==> config.mk <==
export PLATFORM = sky130hd
export DESIGN_NAME = card_number_validator_flat
export DESIGN_NICKNAME = d
export VERILOG_FILES = /design/src/design/cnv_pkg.sv /design/src/design/cnv_in_if.sv /design/src/design/cnv_out_if.sv /design/src/design/cnv_cfg_if.sv /design/src/design/card_number_validator.sv /design/src/design/cnv_front.sv /design/src/design/cnv_queue.sv /design/src/design/cnv_back.sv /design/src/flat_wrapper.sv
export SDC_FILE = /design/constraint.sdc
export NUM_CORES = 1
export LEC_CHECK = 0
export BUFFER_PORTS_ARGS = -buffer_cell sky130_fd_sc_hd__buf_4
export CAP_MARGIN = 20
export CORE_UTILIZATION = 30
export CTS_BUF_LIST = sky130_fd_sc_hd__clkbuf_16
export DETAILED_ROUTE_END_ITERATION = 8
export PLACE_DENSITY = 0.46
export SYNTH_ARGS = -nofsm -noshare
export SYNTH_HDL_FRONTEND = slang
export SYNTH_SLANG_ARGS = --single-unit
==> constraint.sdc <==
create_clock -name i_clk -period 8.22 [get_ports i_clk]
set_input_delay 1.233 -clock i_clk [delete_from_list [all_inputs] [get_ports i_clk]]
set_output_delay 1.233 -clock i_clk [all_outputs]
set_load 0.005 [all_outputs]
==> src/design/cnv_pkg.sv <==
// ----------------------------------------------------------------------------
// Card number validator package
// This package holds the field widths, the result codes, the token passed
// from the front part to the back part, and the small digit functions.
// ----------------------------------------------------------------------------
package cnv_pkg;

    localparam int CHAR_W    = 8;
    localparam int LEN_W     = 6;
    localparam int DIGIT_W   = 4;
    localparam int STATUS_W  = 2;
    localparam int BRAND_W   = 3;
    localparam int CFG_IDX_W = 1;

    localparam logic [LEN_W-1:0] MIN_LEN_RST = 6'd13;
    localparam logic [LEN_W-1:0] MAX_LEN_RST = 6'd19;
    localparam logic [LEN_W-1:0] LEN_SAT     = 6'd63;

    localparam logic [CFG_IDX_W-1:0] CFG_MIN_LEN = 1'b0;
    localparam logic [CFG_IDX_W-1:0] CFG_MAX_LEN = 1'b1;

    localparam logic [STATUS_W-1:0] ST_OK       = 2'd0;
    localparam logic [STATUS_W-1:0] ST_BAD_CHAR = 2'd1;
    localparam logic [STATUS_W-1:0] ST_BAD_LEN  = 2'd2;
    localparam logic [STATUS_W-1:0] ST_LUHN     = 2'd3;

    localparam logic [BRAND_W-1:0] BRAND_NONE = 3'd0;
    localparam logic [BRAND_W-1:0] BRAND_D4   = 3'd1;
    localparam logic [BRAND_W-1:0] BRAND_D5   = 3'd2;
    localparam logic [BRAND_W-1:0] BRAND_D6   = 3'd3;
    localparam logic [BRAND_W-1:0] BRAND_D3   = 3'd4;
    localparam logic [BRAND_W-1:0] BRAND_D3X  = 3'd5;

    typedef enum logic [1:0] {
        CK_DIGIT,
        CK_SPACE,
        CK_OTHER
    } t_char_kind;

    typedef struct packed {
        t_char_kind         kind;
        logic [DIGIT_W-1:0] digit;
        logic               is_last;
    } t_token;

    typedef struct packed {
        logic [LEN_W-1:0] min_len;
        logic [LEN_W-1:0] max_len;
    } t_len_cfg;

    function automatic t_char_kind classify(input logic [CHAR_W-1:0] c);
        t_char_kind k;
        case (c) inside
            [8'd48:8'd57]:      k = CK_DIGIT;
            [8'd9:8'd13], 8'd32: k = CK_SPACE;
            default:            k = CK_OTHER;
        endcase
        return k;
    endfunction

    function automatic logic [DIGIT_W-1:0] luhn_double(input logic [DIGIT_W-1:0] d);
        logic [DIGIT_W:0] t;
        t = {d, 1'b0};
        if (t > 5'd9) begin
            t = t - 5'd9;
        end
        return t[DIGIT_W-1:0];
    endfunction

    function automatic logic [DIGIT_W-1:0] add_mod10(input logic [DIGIT_W-1:0] a,
                                                      input logic [DIGIT_W-1:0] b);
        logic [DIGIT_W:0] s;
        s = {1'b0, a} + {1'b0, b};
        if (s >= 5'd10) begin
            s = s - 5'd10;
        end
        return s[DIGIT_W-1:0];
    endfunction

    function automatic logic [BRAND_W-1:0] brand_of(input logic [DIGIT_W-1:0] lead,
                                                     input logic [DIGIT_W-1:0] second);
        logic [BRAND_W-1:0] b;
        case (lead)
            4'd3: begin
                b = (second == 4'd4 || second == 4'd7) ? BRAND_D3X : BRAND_D3;
            end
            4'd4:    b = BRAND_D4;
            4'd5:    b = BRAND_D5;
            4'd6:    b = BRAND_D6;
            default: b = BRAND_NONE;
        endcase
        return b;
    endfunction

endpackage

==> src/design/cnv_in_if.sv <==
// ----------------------------------------------------------------------------
// Character channel
// This interface carries one text byte per beat with its final-byte flag.
// ----------------------------------------------------------------------------
interface cnv_in_if;
    import cnv_pkg::*;

    logic              valid;
    logic              ready;
    logic [CHAR_W-1:0] character;
    logic              is_last;

    modport source(output valid, character, is_last, input ready);
    modport sink(input valid, character, is_last, output ready);
endinterface

==> src/design/cnv_out_if.sv <==
// ----------------------------------------------------------------------------
// Result channel
// This interface carries one validation result per beat.
// ----------------------------------------------------------------------------
interface cnv_out_if;
    import cnv_pkg::*;

    logic                valid;
    logic                ready;
    logic [STATUS_W-1:0] status;
    logic [BRAND_W-1:0]  brand;
    logic [LEN_W-1:0]    digit_total;

    modport source(output valid, status, brand, digit_total, input ready);
    modport sink(input valid, status, brand, digit_total, output ready);
endinterface

==> src/design/cnv_cfg_if.sv <==
// ----------------------------------------------------------------------------
// Configuration write channel
// This interface carries one register write per beat.
// ----------------------------------------------------------------------------
interface cnv_cfg_if;
    import cnv_pkg::*;

    logic                 valid;
    logic                 ready;
    logic [CFG_IDX_W-1:0] index;
    logic [LEN_W-1:0]     data;

    modport source(output valid, index, data, input ready);
    modport sink(input valid, index, data, output ready);
endinterface

==> src/design/card_number_validator.sv <==
// ----------------------------------------------------------------------------
// Card number validator
// Checks a card number string with the Luhn mod-10 rule and reports status,
// brand and digit count.
// ----------------------------------------------------------------------------
// The block takes one character beat per clock cycle, back to back, while the
// token queue is not full, and gives one result beat for each beat flagged as
// the final character. A character is classified on entry, passes through a
// small token queue, and is folded into the running sums by the back end.
// The final character is written into the queue, popped by the back end and
// loaded into the registered result, unless an earlier result is still
// waiting on the output; while a result waits, characters of the next string
// keep flowing until the queue fills. The length limits are written through
// the configuration channel, index 0 for the minimum and 1 for the maximum;
// the user writes them only while the block is idle, which it does not enforce.
module card_number_validator #(
    parameter int QUEUE_DEPTH = 2
) (
    input  logic      i_clk,
    input  logic      i_rst_n,
    cnv_in_if.sink    i_in,
    cnv_cfg_if.sink   i_cfg,
    cnv_out_if.source o_res
);
    import cnv_pkg::*;

    t_len_cfg r_len_cfg;
    t_token   front_tok;
    t_token   q_tok;
    logic     push;
    logic     q_full;
    logic     q_valid;
    logic     q_pop;

    assign i_cfg.ready = 1'b1;

    always_ff @(posedge i_clk) begin
        if (!i_rst_n) begin
            r_len_cfg.min_len <= MIN_LEN_RST;
            r_len_cfg.max_len <= MAX_LEN_RST;
        end else if (i_cfg.valid && i_cfg.ready) begin
            case (i_cfg.index)
                CFG_MIN_LEN: r_len_cfg.min_len <= i_cfg.data;
                CFG_MAX_LEN: r_len_cfg.max_len <= i_cfg.data;
                default:     ;
            endcase
        end
    end

    cnv_front u_front (
        .i_in     (i_in),
        .i_q_full (q_full),
        .o_push   (push),
        .o_tok    (front_tok)
    );

    cnv_queue #(
        .DEPTH (QUEUE_DEPTH)
    ) u_queue (
        .i_clk   (i_clk),
        .i_rst_n (i_rst_n),
        .i_push  (push),
        .i_tok   (front_tok),
        .i_pop   (q_pop),
        .o_full  (q_full),
        .o_valid (q_valid),
        .o_tok   (q_tok)
    );

    cnv_back u_back (
        .i_clk     (i_clk),
        .i_rst_n   (i_rst_n),
        .i_cfg     (r_len_cfg),
        .i_q_valid (q_valid),
        .i_q_tok   (q_tok),
        .o_q_pop   (q_pop),
        .o_res     (o_res)
    );

endmodule

==> src/design/cnv_front.sv <==
// ----------------------------------------------------------------------------
// Card number validator front end
// This module accepts text bytes, classifies each one as digit, whitespace or
// other, and pushes a token into the queue. Whitespace that does not end the
// string has no effect and is dropped here.
// ----------------------------------------------------------------------------
module cnv_front (
    cnv_in_if.sink   i_in,
    input  logic     i_q_full,
    output logic     o_push,
    output cnv_pkg::t_token o_tok
);
    import cnv_pkg::*;

    t_char_kind kind;

    assign kind       = classify(i_in.character);
    assign i_in.ready = !i_q_full;

    assign o_tok.kind    = kind;
    assign o_tok.digit   = i_in.character[DIGIT_W-1:0];
    assign o_tok.is_last = i_in.is_last;

    assign o_push = i_in.valid && i_in.ready && !(kind == CK_SPACE && !i_in.is_last);

endmodule

==> src/design/cnv_queue.sv <==
// ----------------------------------------------------------------------------
// Card number validator token queue
// A small FIFO between the front end and the back end, so that each side can
// stall without holding up the other.
// ----------------------------------------------------------------------------
module cnv_queue #(
    parameter int DEPTH = 2
) (
    input  logic            i_clk,
    input  logic            i_rst_n,
    input  logic            i_push,
    input  cnv_pkg::t_token i_tok,
    input  logic            i_pop,
    output logic            o_full,
    output logic            o_valid,
    output cnv_pkg::t_token o_tok
);
    import cnv_pkg::*;

    localparam int PW = (DEPTH > 1) ? $clog2(DEPTH) : 1;
    localparam int CW = $clog2(DEPTH + 1);
    localparam logic [PW-1:0] LAST_PTR = PW'(DEPTH - 1);
    localparam logic [CW-1:0] FULL_CNT = CW'(DEPTH);

    t_token        r_mem [DEPTH];
    logic [PW-1:0] r_wr;
    logic [PW-1:0] r_rd;
    logic [CW-1:0] r_count;

    assign o_full  = (r_count == FULL_CNT);
    assign o_valid = (r_count != '0);
    assign o_tok   = r_mem[r_rd];

    always_ff @(posedge i_clk) begin
        if (i_push) begin
            r_mem[r_wr] <= i_tok;
        end
    end

    always_ff @(posedge i_clk) begin
        if (!i_rst_n) begin
            r_wr    <= '0;
            r_rd    <= '0;
            r_count <= '0;
        end else begin
            if (i_push) begin
                r_wr <= (r_wr == LAST_PTR) ? '0 : r_wr + 1'b1;
            end
            if (i_pop) begin
                r_rd <= (r_rd == LAST_PTR) ? '0 : r_rd + 1'b1;
            end
            if (i_push && !i_pop) begin
                r_count <= r_count + 1'b1;
            end else if (!i_push && i_pop) begin
                r_count <= r_count - 1'b1;
            end
        end
    end

`ifndef SYNTHESIS
    a_no_push_when_full: assert property (@(posedge i_clk) disable iff (!i_rst_n)
        o_full |-> !i_push)
        else $error("token pushed into a full queue");
    a_no_pop_when_empty: assert property (@(posedge i_clk) disable iff (!i_rst_n)
        !o_valid |-> !i_pop)
        else $error("token popped from an empty queue");
    a_count_bound: assert property (@(posedge i_clk) disable iff (!i_rst_n)
        r_count <= FULL_CNT)
        else $error("queue count beyond its depth");
`endif

endmodule

==> src/design/cnv_back.sv <==
// ----------------------------------------------------------------------------
// Card number validator back end
// This module keeps the running Luhn sums, digit count and leading digits of
// the current string, and on the final token loads the result register.
// ----------------------------------------------------------------------------
module cnv_back (
    input  logic              i_clk,
    input  logic              i_rst_n,
    input  cnv_pkg::t_len_cfg i_cfg,
    input  logic              i_q_valid,
    input  cnv_pkg::t_token   i_q_tok,
    output logic              o_q_pop,
    cnv_out_if.source         o_res
);
    import cnv_pkg::*;

    logic               r_bad;
    logic               r_ovf;
    logic [LEN_W-1:0]   r_cnt;
    logic [DIGIT_W-1:0] r_sum_even;
    logic [DIGIT_W-1:0] r_sum_odd;
    logic [DIGIT_W-1:0] r_lead;
    logic [DIGIT_W-1:0] r_second;
    logic               r_out_valid;
    logic [STATUS_W-1:0] r_status;
    logic [BRAND_W-1:0]  r_brand;
    logic [LEN_W-1:0]    r_total;

    logic               u_bad;
    logic               u_ovf;
    logic [LEN_W-1:0]   u_cnt;
    logic [DIGIT_W-1:0] u_sum_even;
    logic [DIGIT_W-1:0] u_sum_odd;
    logic [DIGIT_W-1:0] u_lead;
    logic [DIGIT_W-1:0] u_second;
    logic [DIGIT_W-1:0] dbl;
    logic [DIGIT_W-1:0] pick_sum;
    logic [STATUS_W-1:0] res_status;
    logic [BRAND_W-1:0]  res_brand;
    logic               finish;

    assign o_q_pop = i_q_valid && (!i_q_tok.is_last || !r_out_valid || o_res.ready);
    assign finish  = o_q_pop && i_q_tok.is_last;
    assign dbl     = luhn_double(i_q_tok.digit);

    always_comb begin
        u_bad      = r_bad;
        u_ovf      = r_ovf;
        u_cnt      = r_cnt;
        u_sum_even = r_sum_even;
        u_sum_odd  = r_sum_odd;
        u_lead     = r_lead;
        u_second   = r_second;
        case (i_q_tok.kind)
            CK_DIGIT: begin
                if (!r_ovf && r_cnt == 6'd0) begin
                    u_lead = i_q_tok.digit;
                end
                if (!r_ovf && r_cnt == 6'd1) begin
                    u_second = i_q_tok.digit;
                end
                if (!r_cnt[0]) begin
                    u_sum_even = add_mod10(r_sum_even, dbl);
                    u_sum_odd  = add_mod10(r_sum_odd, i_q_tok.digit);
                end else begin
                    u_sum_even = add_mod10(r_sum_even, i_q_tok.digit);
                    u_sum_odd  = add_mod10(r_sum_odd, dbl);
                end
                if (r_cnt == LEN_SAT) begin
                    u_ovf = 1'b1;
                end else begin
                    u_cnt = r_cnt + 1'b1;
                end
            end
            CK_OTHER: u_bad = 1'b1;
            default:  ;
        endcase
    end

    always_comb begin
        pick_sum = u_cnt[0] ? u_sum_odd : u_sum_even;
        if (u_bad) begin
            res_status = ST_BAD_CHAR;
        end else if (u_ovf || u_cnt < i_cfg.min_len || u_cnt > i_cfg.max_len) begin
            res_status = ST_BAD_LEN;
        end else if (pick_sum != '0) begin
            res_status = ST_LUHN;
        end else begin
            res_status = ST_OK;
        end
        res_brand = (u_cnt < 6'd2) ? BRAND_NONE : brand_of(u_lead, u_second);
    end

    always_ff @(posedge i_clk) begin
        if (!i_rst_n) begin
            r_bad       <= 1'b0;
            r_ovf       <= 1'b0;
            r_cnt       <= '0;
            r_sum_even  <= '0;
            r_sum_odd   <= '0;
            r_lead      <= '0;
            r_second    <= '0;
            r_out_valid <= 1'b0;
        end else begin
            if (finish) begin
                r_bad      <= 1'b0;
                r_ovf      <= 1'b0;
                r_cnt      <= '0;
                r_sum_even <= '0;
                r_sum_odd  <= '0;
                r_lead     <= '0;
                r_second   <= '0;
            end else if (o_q_pop) begin
                r_bad      <= u_bad;
                r_ovf      <= u_ovf;
                r_cnt      <= u_cnt;
                r_sum_even <= u_sum_even;
                r_sum_odd  <= u_sum_odd;
                r_lead     <= u_lead;
                r_second   <= u_second;
            end
            if (finish) begin
                r_out_valid <= 1'b1;
            end else if (o_res.ready) begin
                r_out_valid <= 1'b0;
            end
        end
    end

    always_ff @(posedge i_clk) begin
        if (finish) begin
            r_status <= res_status;
            r_brand  <= res_brand;
            r_total  <= u_cnt;
        end
    end

    assign o_res.valid       = r_out_valid;
    assign o_res.status      = r_status;
    assign o_res.brand       = r_brand;
    assign o_res.digit_total = r_total;

`ifndef SYNTHESIS
    a_ovf_at_sat: assert property (@(posedge i_clk) disable iff (!i_rst_n)
        r_ovf |-> r_cnt == LEN_SAT)
        else $error("count overflow flag set below saturation");
    a_sums_decimal: assert property (@(posedge i_clk) disable iff (!i_rst_n)
        r_sum_even <= 4'd9 && r_sum_odd <= 4'd9)
        else $error("Luhn running sum outside 0 to 9");
    a_finish_clears: assert property (@(posedge i_clk) disable iff (!i_rst_n)
        finish |=> r_cnt == '0 && !r_ovf && !r_bad)
        else $error("string state not cleared after the final beat");
    a_finish_loads: assert property (@(posedge i_clk) disable iff (!i_rst_n)
        finish |=> r_out_valid)
        else $error("final beat did not load a result");
`endif

endmodule

==> src/flat_wrapper.sv <==
// flat-port wrapper written by rule: the top's interface ports become plain ports
module card_number_validator_flat import cnv_pkg::*;
#(
    parameter int QUEUE_DEPTH = 2
)
  (i_clk, i_rst_n, i_in_valid, i_in_character, i_in_is_last, i_in_ready, i_cfg_valid, i_cfg_index, i_cfg_data, i_cfg_ready, o_res_valid, o_res_status, o_res_brand, o_res_digit_total, o_res_ready);
  cnv_in_if i_in_i ();
  cnv_cfg_if i_cfg_i ();
  cnv_out_if o_res_i ();
  input  logic i_clk;
  input  logic i_rst_n;
  input wire logic [$bits(i_in_i.valid)-1:0] i_in_valid;
  input wire logic [$bits(i_in_i.character)-1:0] i_in_character;
  input wire logic [$bits(i_in_i.is_last)-1:0] i_in_is_last;
  output wire logic [$bits(i_in_i.ready)-1:0] i_in_ready;
  input wire logic [$bits(i_cfg_i.valid)-1:0] i_cfg_valid;
  input wire logic [$bits(i_cfg_i.index)-1:0] i_cfg_index;
  input wire logic [$bits(i_cfg_i.data)-1:0] i_cfg_data;
  output wire logic [$bits(i_cfg_i.ready)-1:0] i_cfg_ready;
  output wire logic [$bits(o_res_i.valid)-1:0] o_res_valid;
  output wire logic [$bits(o_res_i.status)-1:0] o_res_status;
  output wire logic [$bits(o_res_i.brand)-1:0] o_res_brand;
  output wire logic [$bits(o_res_i.digit_total)-1:0] o_res_digit_total;
  input wire logic [$bits(o_res_i.ready)-1:0] o_res_ready;
  assign i_in_i.valid = i_in_valid;
  assign i_in_i.character = i_in_character;
  assign i_in_i.is_last = i_in_is_last;
  assign i_in_ready = i_in_i.ready;
  assign i_cfg_i.valid = i_cfg_valid;
  assign i_cfg_i.index = i_cfg_index;
  assign i_cfg_i.data = i_cfg_data;
  assign i_cfg_ready = i_cfg_i.ready;
  assign o_res_valid = o_res_i.valid;
  assign o_res_status = o_res_i.status;
  assign o_res_brand = o_res_i.brand;
  assign o_res_digit_total = o_res_i.digit_total;
  assign o_res_i.ready = o_res_ready;
  card_number_validator #(.QUEUE_DEPTH(QUEUE_DEPTH)) u_core (.i_clk(i_clk), .i_rst_n(i_rst_n), .i_in(i_in_i), .i_cfg(i_cfg_i), .o_res(o_res_i));
endmodule
Yosys cells after proc, flatten, opt, wreduce, memory -nomap -nowiden
Memory sizes are Yosys's and may differ from the RTL's. A register that Yosys moved wholly into a read port is not among the register bits. Index checks and enable logic that the tools add are counted.

RAM bits: 14. Output and inout bits: 14. Word-level logic and storage cells: 126. Input port bits: 21. Memories: 1. Register bits: 52.

Memories: u_core.u_queue.r_mem (depth 2, bits a word 7, read ports 1, clocked after Yosys merged registers in 1, wr ports 1, RTL line cnv_queue.sv:25) `t_token r_mem [DEPTH];`.

Bitwise gates (word level): 2. Reduce and logical (&&, ||, !) cells: 34. Add/subtract/negate cells: 14. $lt $le $gt $ge: 12. Eq/ne operators: 12. Multiplexer cells: 35.

Operator list (count): $mux 4 (14); $add 4x4->5 (4); $eq 4x3->1 const B (5); $ge 5x4->1 const B (4); $sub 4x4->4 const B (5); $mux 1 (12); $mux 2 (6); $mux 6 (2); $pmux 3 s4 (1); $logic_and 1x1->1 (11); $eq 8x6->1 const B (1); $ge 8x4->1 const B (1); $ge 8x6->1 const B (1); $le 8x4->1 const B (1); $le 8x6->1 const B (1); $logic_not 1->1 (8); $add 6x1->6 const B (1); $eq 6x1->1 const B (1); $eq 6x6->1 const B (1); $gt 6x6->1 (1); $logic_not 6->1 (1); $lt 6x2->1 const B (1); $lt 6x6->1 (1); $reduce_bool 2->1 (3); other kinds (13) (22).

Logic depth before layout (Yosys ltp)
Depth in word-level cells: 13. Gate-level depth with buffers: 18. Mapped depth without buffers: 16.

Hierarchy
Synthesis repeated with hierarchy kept, for this count alone.

Cell total of the unflattened synthesis: 499. Area, all modules: 4501.8 sq um.

By module, submodules not included: cnv_back (seq. area each 830.8 sq um, times used 1, cells each 376, area each 3098.0 sq um); cnv_queue (seq. area each 520.5 sq um, times used 1, cells each 44, area each 725.7 sq um); card_number_validator (seq. area each 240.2 sq um, times used 1, cells each 57, area each 530.5 sq um); cnv_front (seq. area each 0.0 sq um, times used 1, cells each 22, area each 147.6 sq um).

Worst setup path before layout
No wires, ideal clock.

Path kind: register -> register. From: register with a tool-made name. To: register u_core.u_back.r_status[0], in the netlist u_core.u_back.o_res.status[0], data pin. Required time: 7.961 ns. Setup slack: 3.566 ns. Arrival time: 4.395 ns. Period minus slack after synthesis: 4.654 ns. Buffers on the path: 1. Setup time: 0.259 ns. Stages on the path, launching flop included: 18. Path through: dfxtp_1 buf_4 mux2i_1 ha_1 o21ai_0 xnor2_1 inv_1 fa_1 xor2_2 ha_1 inv_1 a211oi_1 or4_4 nor4_1 a211oi_1 nor4_2 a41oi_2 a211o_1.

RTL lines: end signal, assigned (RTL line cnv_back.sv:132) `r_status <= res_status;`; end, declared (RTL line cnv_back.sv:25) `logic [STATUS_W-1:0] r_status;`.

==> results by group <==
Worst setup path
  • Critical path peak fanout: 9
  • Critical path depth in cells: 16
  • Worst setup endpoint: u_core.u_back.o_res.status[0]
  • Kind of critical path: reg2reg
  • Crit path DAT: 5.19 ns
  • CP cell instances: mux2i_1, ha_1, o21ai_0, xnor2_1, inv_1, fa_1, xor2_2, ha_1, inv_1, a2111oi_0, or4_4, mux2_4, a211oi_2, nor4_2, a41oi_2, a211o_1
  • Worst Setup End Kind: register
  • Critical path's slowest cell: dfxtp_1
  • Worst Path Required: 8.43 ns
  • R2R Setup Slk: 3.24 ns
  • Reg-to-Reg End: u_core.u_back.o_res.status[0]
  • Largest delay share family, worst path: compound AO/OA/AOI/OAI gates
  • Reg2reg path depth: 16
  • CP Buf/Inv Count: 2
  • Kind of start point of the critical path: register
  • Slowest stage delay, CP: ~0.57 ns

Logic synthesis
  • Top-area cell type share of the netlist area: 0.193
  • Synth unique cells: 71
  • Synth Flop Type: dfxtp_1
  • Sequential cell area fraction in the yosys report: 0.365
  • Mapped Area: between 4000 and 5000 um^2
  • Asr flop ratio synth: 0
  • Post-synth EDFFs: 25
  • Seq cells post-synth: 67
  • Syn Inst Count: 489
  • Mean Syn Cell Area: around 9 um^2
  • Cell taking the most area after synthesis: dfxtp_1
  • Top cells by area, synth: dfxtp_1 19%, edfxtp_1 17%, ha_1 10%
  • Ys Warns: 0
  • Syn_nets: 550

Place
  • Placer Congestion: 0.938
  • Placed Area: roughly 4800 um^2
  • Setup WS pre-CTS: 3.28 ns
  • I/O Buffers: 33
  • Post-DP HPWL: 8.30 mm

Clocking
  • Clk sink count: 67
  • Root buf cell: clkbuf_16
  • CTS buffer count: 9
  • CTS Hold Bufs: 0
  • CTS H-Tree Depth: 3
  • Max Buffers Root-to-Sink: 2
  • Postcts setup bufs: 0
  • Clk slew on worst S/H paths: approximately 0.060 ns
  • CTS tree: done
  • Clock Latency Late Sink: around 0.34 ns
  • CTS resizes: 0

Cells and area
  • Area grow syn2layout: 17.0%
  • Register area: between 1500 and 2000 um^2
  • FILL cells: around 1400
  • # diodes: 0
  • Final Instance Area: 5110 um^2
  • Commonest cells after routing, fill and taps aside: 49 x nor2_1, 44 x nand2_1, 42 x dfxtp_1
  • Layout cell share with drive strength beyond 1: 0.120
  • Fin util: 0.364
  • Final #Nets: 582
  • Most common cell after layout, fill and taps aside: nor2_1
  • Multi-input logic area: around 2600 um^2

Pwr
  • Final Power: 1.65 mW
  • P_leak: 2.01 nW
  • VDD IR max: 0.129 mV
  • PwrDens: roughly 320 nW/um^2

Outcome
  • Outcome: complete, no violations

Die
  • Vert. Die Dim: 123 um
  • Row count: 43
  • Die X: 123 um
  • Die area: 15000 um^2
  • IO Pins: 35
  • Initial Util: 0.311
  • CORE AREA: 14000 um^2

Drt
  • Antenna viol nets, final: 0
  • Drt pass-1 iters: 6
  • DRC viols: 0
  • Starting DRT DRC Count: 278
  • Avg Vias per Cell: 5.16
  • Vias: around 3600
  • Wire per inst: 15.5 um
  • Total wire length: 10.9 mm

Timing
  • Fmax achieved: between 200 and 250 MHz
  • Count of final hold-check violations: 0
  • Max-slew violation count: 0
  • Setup Skew: 0.00751 ns
  • RSZ-0062 raised after global routing: false
  • Final setup vio count: 0
  • Tmin final: about 5 ns
  • Normalized max-slew margin: 0.517
  • Worst Max-Slew Pin Slew: around 0.72 ns
  • Setup TNS: 0 ns
  • PnR worst setup slack: 3.24 ns
  • Fin crit share: 0.606

Global route
  • GRT overflow: 0
  • Initial antenna violation count: 0
  • Vias in the first global route: about 3500
  • First-pass GRT wire length: 17.9 mm
  • Pin count of the biggest net entering global routing: 25
  • GRT Resource Usage Total: 0.157

Job
  • Maxcap violations: 0

Min path
  • HP Class: reg2reg
==> area by class of cell <==
cell class,count,area share
Sequential cell,67,0.312
Multi-Input combinational cell,370,0.503
Clock buffer,10,0.0490
Clock inverter,6,0.0122
Timing Repair Buffer,36,0.0529
Tap cell,180,0.0441
Inverter,37,0.0272
==> stage by stage <==
stage	hold slack, ns	std cells
6_report	0.464	706
4_1_cts	0.471	705
3_5_place_dp	0.462	689
2_1_floorplan	0.440	489
5_1_grt	0.487	706
3_3_place_gp	0.457	689
==> logic make-up (layout without fill, tap and decap cells) <==
logic type | Yosys count | in the layout | share of synthesized area
buffers and inverters | 52 | 89 | 0.0467
other | 1 | 1 | 0.000859
multiplexers | 13 | 13 | 0.0312
XOR/XNOR | 22 | 22 | 0.0459
flip-flops | 67 | 67 | 0.365
adder cells (fa/ha/maj) | 40 | 40 | 0.122
AND/OR/NAND/NOR | 184 | 184 | 0.213
AO/OA/AOI/OAI | 110 | 110 | 0.176
==> worst min path at each step <==
stage	from	end	slack, ns	cells past startpoint
after floorplan	u_core.r_len_cfg[6]	u_core.r_len_cfg[6]	0.44	2
after global placement	u_core.r_len_cfg[11]	u_core.r_len_cfg[11]	0.46	2
after detailed placement	u_core.r_len_cfg[7]	u_core.r_len_cfg[7]	0.46	2
after CTS	u_core.r_len_cfg[7]	u_core.r_len_cfg[7]	0.47	2
after global routing	u_core.r_len_cfg[10]	u_core.r_len_cfg[10]	0.49	2
final	u_core.r_len_cfg[7]	u_core.r_len_cfg[7]	0.46	2
==> power breakdown <==
group | total (mW) | leakage [nW] | internal, mW | switching (mW)
combinational | 0.800 | 1.29 | 0.327 | 0.473
clock | 0.397 | 0.153 | 0.252 | 0.145
sequential | 0.451 | 0.575 | 0.407 | 0.0444
==> state kept, by name (all words and copies together), names as in the netlist, named ones only <==
| signal | flops |
|---|---|
| u_core.u_back.r_lead | 4 |
| u_core.u_queue.r_mem | 14 |
| u_core.u_back.o_res.digit_total | 6 |
| u_core.u_queue.r_count | 2 |
| u_core.r_len_cfg | 12 |
| u_core.u_back.r_second | 4 |
| u_core.u_queue.r_wr | 1 |
| u_core.u_back.r_cnt | 6 |
| u_core.u_back.r_ovf | 1 |
| u_core.u_back.o_res.brand | 3 |
| u_core.u_back.o_res.valid | 1 |
| u_core.u_back.r_sum_even | 4 |
| u_core.u_back.r_sum_odd | 4 |
| u_core.u_queue.r_rd | 1 |
| u_core.u_back.o_res.status | 2 |
| u_core.u_back.r_bad | 1 |
==> tightest hold or removal path, stage by stage, from the launching register on <==
cell,delay (ns)
dfxtp_1,0.31
nand2_1,0.05
a21boi_0,0.06
==> per-layer routing <==
metal,GRT usage,vias up,wire (um)
met5,0,-,0
met4,0.0518,0,183
met3,0.0372,15,449
met2,0.245,86,4980
met1,0.212,1701,5300
li1,-,1840,-
==> synthesized netlist by cell type (all sizes together) (6+ instances only) <==
library cell	instances
nor2	49
edfxtp	25
dfxtp	42
nor4	6
a211oi	17
xor2	10
clkbuf	12
nand2	44
inv	36
nor3	13
nor2b	12
o21ai	16
nand3	17
a21oi	25
xnor2	12
and2	6
a21boi	9
ha	36
mux2i	11
nand2b	7
or4	7
Power figures use the tool's default switching activity.
